## config.mk

```make
export PLATFORM = sky130hd
export DESIGN_NAME = rba_ctrl
export DESIGN_NICKNAME = d
export VERILOG_FILES = /design/src/design/rba_pkg.sv /design/src/design/rba_ctrl.sv
export SDC_FILE = /design/constraint.sdc
export NUM_CORES = 1
export LEC_CHECK = 0
export BUFFER_PORTS_ARGS = -buffer_cell sky130_fd_sc_hd__clkbuf_2
export CORE_AREA = 3 3 40 42
export DETAILED_ROUTE_END_ITERATION = 16
export DIE_AREA = 0 0 43 45
export PLACE_DENSITY = 0.68
export SKIP_LAST_GASP = 1
export SYNTH_ARGS = -nofsm -noshare
export SYNTH_HDL_FRONTEND = slang
export SYNTH_SLANG_ARGS = --single-unit
```

## constraint.sdc

```tcl
create_clock -name clk -period 1.4 [get_ports clk]
set_clock_uncertainty 0.2 [all_clocks]
set_input_delay 0 -clock clk [delete_from_list [all_inputs] [get_ports clk]]
set_output_delay 0 -clock clk [all_outputs]
set_load 0.02 [all_outputs]
```

## src/design/rba_pkg.sv

```systemverilog
package rba_pkg;

    localparam int ARENA_MAX_BYTES_DEF = 1048576;
    localparam int HEADER_BYTES_DEF    = 48;
    localparam int MAX_EVICT_DEF       = 63;
    localparam int OWNER_BITS_DEF      = 16;

    localparam int CFG_W   = 21;
    localparam int WIDTH_W = 9;
    localparam int REQ_W   = 19;
    localparam int OWNER_W = 16;
    localparam int ADDR_W  = 20;
    localparam int BYTES_W = 21;
    localparam int NEED_W  = 20;

    localparam int MAX_BLOCK_WIDTH = 256;
    localparam int MAX_REQ         = 32'h10000 * 4;
    localparam int SPLIT_MIN       = 256;
    localparam int ARENA_GRAIN     = 8192;
    localparam int RESET_ARENA     = 1048576;

    typedef enum logic [1:0] {
        KIND_GRANT,
        KIND_EVICT,
        KIND_FLUSH,
        KIND_ERROR
    } kind_t;

    typedef enum logic [2:0] {
        ERR_WIDTH,
        ERR_SIZE,
        ERR_ARENA,
        ERR_PAST_END,
        ERR_EVICT
    } err_code_t;

    typedef enum logic [3:0] {
        ST_IDLE,
        ST_CHECK,
        ST_RD,
        ST_EVAL,
        ST_COMMIT,
        ST_HEAD,
        ST_EV_RD,
        ST_EV_OUT,
        ST_GRANT
    } rba_state_t;

    typedef struct packed {
        logic      load;
        logic      flush;
        logic      init_walk;
        logic      accum;
        logic      advance;
        logic      commit;
        logic      head_wr;
        logic      ev_step;
        logic      emit;
        kind_t     emit_kind;
        err_code_t emit_code;
        logic      emit_last;
    } rba_cmd_t;

    typedef struct packed {
        logic      is_flush;
        logic      chk_err;
        err_code_t chk_code;
        logic      evict_over;
        logic      walk_done;
        logic      bad_step;
        logic      no_evict;
        logic      ev_last;
    } rba_stat_t;

    // usable arena: multiple of the grain, at least one grain, capped
    function automatic logic [31:0] eff_arena(input logic [CFG_W-1:0] v,
                                              input logic [31:0] max_bytes);
        logic [31:0] cap;
        logic [31:0] e;
        cap = max_bytes & ~32'(ARENA_GRAIN - 1);
        e   = 32'(v) & ~32'(ARENA_GRAIN - 1);
        if (e < 32'(ARENA_GRAIN))
            e = 32'(ARENA_GRAIN);
        if (e > cap)
            e = cap;
        return e;
    endfunction

endpackage

```

## src/design/rba_ctrl.sv

```systemverilog
module rba_ctrl
    import rba_pkg::*;
(
    input  logic      clk,
    input  logic      rst_n,
    input  logic      start,
    output logic      busy,
    input  rba_stat_t stat,
    output rba_cmd_t  cmd
);

    rba_state_t state_reg, state_next;

    always_ff @(posedge clk or negedge rst_n)
    begin
        if (!rst_n)
            state_reg <= ST_IDLE;
        else
            state_reg <= state_next;
    end

    assign busy = (state_reg != ST_IDLE);

    always_comb
    begin
        state_next = state_reg;
        cmd        = '0;
        unique case (state_reg)
            ST_IDLE:
            begin
                if (start)
                begin
                    cmd.load   = 1'b1;
                    state_next = ST_CHECK;
                end
            end
            ST_CHECK:
            begin
                if (stat.is_flush)
                begin
                    cmd.flush     = 1'b1;
                    cmd.emit      = 1'b1;
                    cmd.emit_kind = KIND_FLUSH;
                    cmd.emit_last = 1'b1;
                    state_next    = ST_IDLE;
                end
                else if (stat.chk_err)
                begin
                    cmd.emit      = 1'b1;
                    cmd.emit_kind = KIND_ERROR;
                    cmd.emit_code = stat.chk_code;
                    cmd.emit_last = 1'b1;
                    state_next    = ST_IDLE;
                end
                else
                begin
                    cmd.init_walk = 1'b1;
                    state_next    = ST_RD;
                end
            end
            ST_RD:
            begin
                state_next = ST_EVAL;
            end
            ST_EVAL:
            begin
                if (stat.evict_over)
                begin
                    cmd.emit      = 1'b1;
                    cmd.emit_kind = KIND_ERROR;
                    cmd.emit_code = ERR_EVICT;
                    cmd.emit_last = 1'b1;
                    state_next    = ST_IDLE;
                end
                else
                begin
                    cmd.accum = 1'b1;
                    if (stat.walk_done)
                        state_next = ST_COMMIT;
                    else if (stat.bad_step)
                    begin
                        cmd.emit      = 1'b1;
                        cmd.emit_kind = KIND_ERROR;
                        cmd.emit_code = ERR_PAST_END;
                        cmd.emit_last = 1'b1;
                        state_next    = ST_IDLE;
                    end
                    else
                    begin
                        cmd.advance = 1'b1;
                        state_next  = ST_RD;
                    end
                end
            end
            ST_COMMIT:
            begin
                cmd.commit = 1'b1;
                state_next = ST_HEAD;
            end
            ST_HEAD:
            begin
                cmd.head_wr = 1'b1;
                state_next  = stat.no_evict ? ST_GRANT : ST_EV_RD;
            end
            ST_EV_RD:
            begin
                state_next = ST_EV_OUT;
            end
            ST_EV_OUT:
            begin
                cmd.emit      = 1'b1;
                cmd.emit_kind = KIND_EVICT;
                cmd.ev_step   = 1'b1;
                state_next    = stat.ev_last ? ST_GRANT : ST_EV_RD;
            end
            ST_GRANT:
            begin
                cmd.emit      = 1'b1;
                cmd.emit_kind = KIND_GRANT;
                cmd.emit_last = 1'b1;
                state_next    = ST_IDLE;
            end
            default:
            begin
                state_next = ST_IDLE;
            end
        endcase
    end

    a_walk_from_check: assert property (@(posedge clk) disable iff (!rst_n)
        state_reg == ST_RD |-> $past(state_reg) == ST_CHECK || $past(state_reg) == ST_EVAL)
        else $error("head read not preceded by check or walk step");
    a_grant_last: assert property (@(posedge clk) disable iff (!rst_n)
        state_reg == ST_GRANT |=> state_reg == ST_IDLE)
        else $error("grant did not end the allocation");
    a_evout_from_rd: assert property (@(posedge clk) disable iff (!rst_n)
        state_reg == ST_EV_OUT |-> $past(state_reg) == ST_EV_RD)
        else $error("evicted owner sent without a read");

endmodule

```

---- Word level (Yosys, flattened, before mapping) ----
Index checks and enable logic that the tools add are counted.
word-level totals
  flip-flop bits (word level) ............. 4
  bits of input ports ..................... 13
  output and inout port bits .............. 16
  logic and storage cells ................. 44
cells by class
  eq/ne operators ......................... 9
  mux-type cells .......................... 32
  reduce and logical (&&, ||, !) cells .... 2
operators with widths
  cell                                                             number
  4-bit case mux with 8 select lines                               1
  7-bit 2-to-1 mux                                                 4
  4-bit 2-to-1 mux                                                 6
  4-bit by 3-bit == test with 1-bit output, second input constant  4
  3-bit case mux with 4 select lines                               1
  1-bit 2-to-1 mux                                                 11
  2-bit 2-to-1 mux                                                 5
  4-bit by 2-bit == test with 1-bit output, second input constant  2
  3-bit 2-to-1 mux                                                 2
  3-bit case mux with 2 select lines                               1
  4-bit by 1-bit == test with 1-bit output, second input constant  1
  4-bit == test, second input constant                             1
  4-bit zero test                                                  1
  4-bit nonzero test                                               1
  1-bit case mux with 3 select lines                               1
  2-bit != test, second input constant                             1

---- Longest topological paths before layout ----
  depth in word-level cells ............... 4
  gate-level depth with buffers ........... 4
  gate-level depth less buffers ........... 3

---- Worst setup path after synthesis ----
No wires, ideal clock.
  path kind ............................... register to output
  from .................................... reg state_reg[3]
  to ...................................... out cmd[1] (netlist name)
  arrival ................................. 1.291 ns
  data required time ...................... 1.200 ns
  slack ................................... -0.091 ns
  cell stages (with the launch flop) ...... 4
  buffers on the path ..................... 0
  path through ............................ dfrtp_1 nor2_2 nand4b_1 o21ai_0
RTL lines
  element                 line            text
  start, declared         rba_ctrl.sv:12  rba_state_t state_reg, state_next;
  start signal, assigned  rba_ctrl.sv:19  state_reg <= state_next;
  end, declared           rba_ctrl.sv:9   output rba_cmd_t cmd

==> flow_metrics.env <==
export IMPL_detailed_place_hpwl_um=1090
export IMPL_max_slew_margin=0.795
export IMPL_met2_usage=0.341
export IMPL_grt_overflow=0
export IMPL_cts_sinks=4
export IMPL_ys_ff_latch=4
export IMPL_endpoint_kind="primary output"
export IMPL_timing_setup_critical_path_class="reg -> out"
export IMPL_row_count=13
export IMPL_io_pins=29
export IMPL_finalHoldViolCount=0
export IMPL_grt_pass1_wl_um=2790
export IMPL_die_y_um=45
export IMPL_synth_edf_count=0
export IMPL_hp_class="in -> reg"
export IMPL_worst_setup_path_start_kind="flip-flop"
export IMPL_synth_cell_types=32
export IMPL_finalInstanceArea_um2=998
export IMPL_wl_um=2010
export IMPL_die_x_um=43
export IMPL_areaGrowthSynthToFinish_pct=112
export IMPL_arrival_ns=1.47
export IMPL_wl_per_cell_um=15.6
export IMPL_antenna_cells=0
export IMPL_synth_area_top_cells="dfrtp_1, o21ai_0, nand2_1"
export IMPL_cts_buffers=3
export IMPL_async_reset_ff_frac=1.00
export IMPL_seq_area_um2=105
export IMPL_first_iter_violations=19
export IMPL_drc_errors=0
export IMPL_status="complete, but fails checks"
export IMPL_finalSetupViolations=19
export IMPL_placed_cell_area_um2=668
export IMPL_p_per_area_nw_per_um2=1840
export IMPL_multiInputGateArea_um2=398
export IMPL_pre_cts_ws_ns=-0.0584
export IMPL_failed_checks="setup timing"
export IMPL_layout_nets=129
export IMPL_clock_fmax_ghz=0.598
export IMPL_die_area_um2=1940
export IMPL_avgSynthCellArea_um2=7.59
export IMPL_viasPerCell=5.44
export IMPL_synth_seq_area_share=0.213
export IMPL_post_route_period_util=1.19
export IMPL_final_util=0.777
export IMPL_fill_cells=90
export IMPL_min_period_ns=1.67
export IMPL_grtUsageMet1=0.231
export IMPL_cts_max_level=1
export IMPL_max_slew_worst_pin_slew_ns=0.306
export IMPL_largest_reg_flops=4
export IMPL_crit_required_ns=1.20
export IMPL_synth_top_area_cell="dfrtp_1"
export IMPL_leakagePower_nw=0.473
export IMPL_syn_inst=62
export IMPL_ant_nets=0
export IMPL_drive_above_1_share=0.614
export IMPL_finalMaxSlewViolations=0
export IMPL_max_cap_violations=0
export IMPL_routabilityCongestion=0.748
export IMPL_irDropWorstVdd_uv=994
export IMPL_synth_flop_cell="dfrtp_1"
export IMPL_cts_tree="built"
export IMPL_p_total_mw=1.84
export IMPL_path_max_fanout=6
export IMPL_setup_slack_ns=-0.272
export IMPL_root_buffer="clkbuf_4"
export IMPL_drt_first_pass_iters=4
export IMPL_core_area_um2=1280
export IMPL_antenna_found_initial=0
export IMPL_port_buffers=28
export IMPL_rsz0062_at_grt="true"
export IMPL_synth_fp_nets=75
export IMPL_grt_most_used_layer="met2"
export IMPL_start_util=0.366
export IMPL_ys_warn_count=0
export IMPL_clk_pin_slew_ns=0.04
export IMPL_grt_pass1_vias=659
export IMPL_grt_max_degree=8
export IMPL_dr_total_vias=702
export IMPL_clkLatencyLatePin_ns=0.24
export IMPL_mostFrequentLayoutCell="buf_4"
export IMPL_yosysTopAreaCellShare=0.213
export IMPL_grt_use_met3=0.0478
export IMPL_cts_buffer_depth=2
export IMPL_syn_area_um2=470
export IMPL_track_usage=0.189
export IMPL_final_cell_mix="buf_4, clkbuf_2, buf_6"
-- per-stage QoR --
stage	hold slack [ns]	instances	TNS, ns
after floorplan	-0.496	62	-0.210
after global placement	-0.389	110	-0.0367
after detailed placement	-0.385	110	-0.179
after CTS	0.0765	127	-2.26
after global routing	0.133	129	-4.09
final	0.106	129	-3.10
-- kinds of logic (layout without fill, tap and decap cells) --
family	after synthesis	count (layout)	synth area share
DFF	4	4	0.213
buffers and inverters	7	59	0.0877
and+or+nand+nor	36	36	0.492
AOI/OAI and AO/OA	15	15	0.207
-- timing repair --
item	4_1_cts	5_1_grt
endpoints found under the setup margin	17	19
gates resized for setup	36	28
pin swaps	8	5
hold endpoints to repair	8	0
hold buffers	8	0
setup buffers	6	3
-- layout make-up --
type | instances | area share
Timing Repair Buffer | 52 | 0.440
Multi-Input combinational cell | 51 | 0.398
Sequential cell | 4 | 0.105
Clock buffer | 3 | 0.0226
Tap cell | 15 | 0.0188
Inverter | 4 | 0.0150
-- synth_stat cells (2+ instances only) --
master and count:
buf_4 2, o21ai_1 2, and2_1 2, nand3b_1 2
nor3b_1 2, inv_1 4, dfrtp_1 4, nor2b_1 3
and3_1 2, nor2_1 3, nor3_1 4, o21ai_0 6
nand2_1 6, nor4b_1 2
-- metal layers --
metal	wire length [um]	part of all wire
met2	1000	0.50
met5	0	0
met1	820	0.41
met4	38	0.019
met3	147	0.073
-- critical path, stage by stage (launching register included) --
cell and delay (ns):
dfrtp_2 0.45, and2b_2 0.27, nand2_1 0.08, o21ai_0 0.21, clkbuf_4 0.22
-- where the power goes --
| group | internal (mW) | total [mW] | switching, mW |
|---|---|---|---|
| Sequential | 0.168 | 0.259 | 0.0917 |
| Clock | 0.0965 | 0.153 | 0.0563 |
| Combinational | 0.753 | 1.43 | 0.673 |
-- final timing paths --
check	start	to	slack, ns	cells after the start
max in group asynchronous	rst_n	state_reg[3]$_DFFE_PN0P_	0.33	3
max reg2reg	state_reg[1]$_DFFE_PN0P_	state_reg[2]$_DFFE_PN0P_	-0.17	6
min in group asynchronous	rst_n	state_reg[2]$_DFFE_PN0P_	0.47	3
min	stat[8]	state_reg[1]$_DFFE_PN0P_	0.11	4
max	state_reg[3]$_DFFE_PN0P_	cmd[4]	-0.27	4
min reg2reg	state_reg[3]$_DFFE_PN0P_	state_reg[0]$_DFFE_PN0P_	0.33	1
No activity file was read; power rests on OpenSTA's default activity.
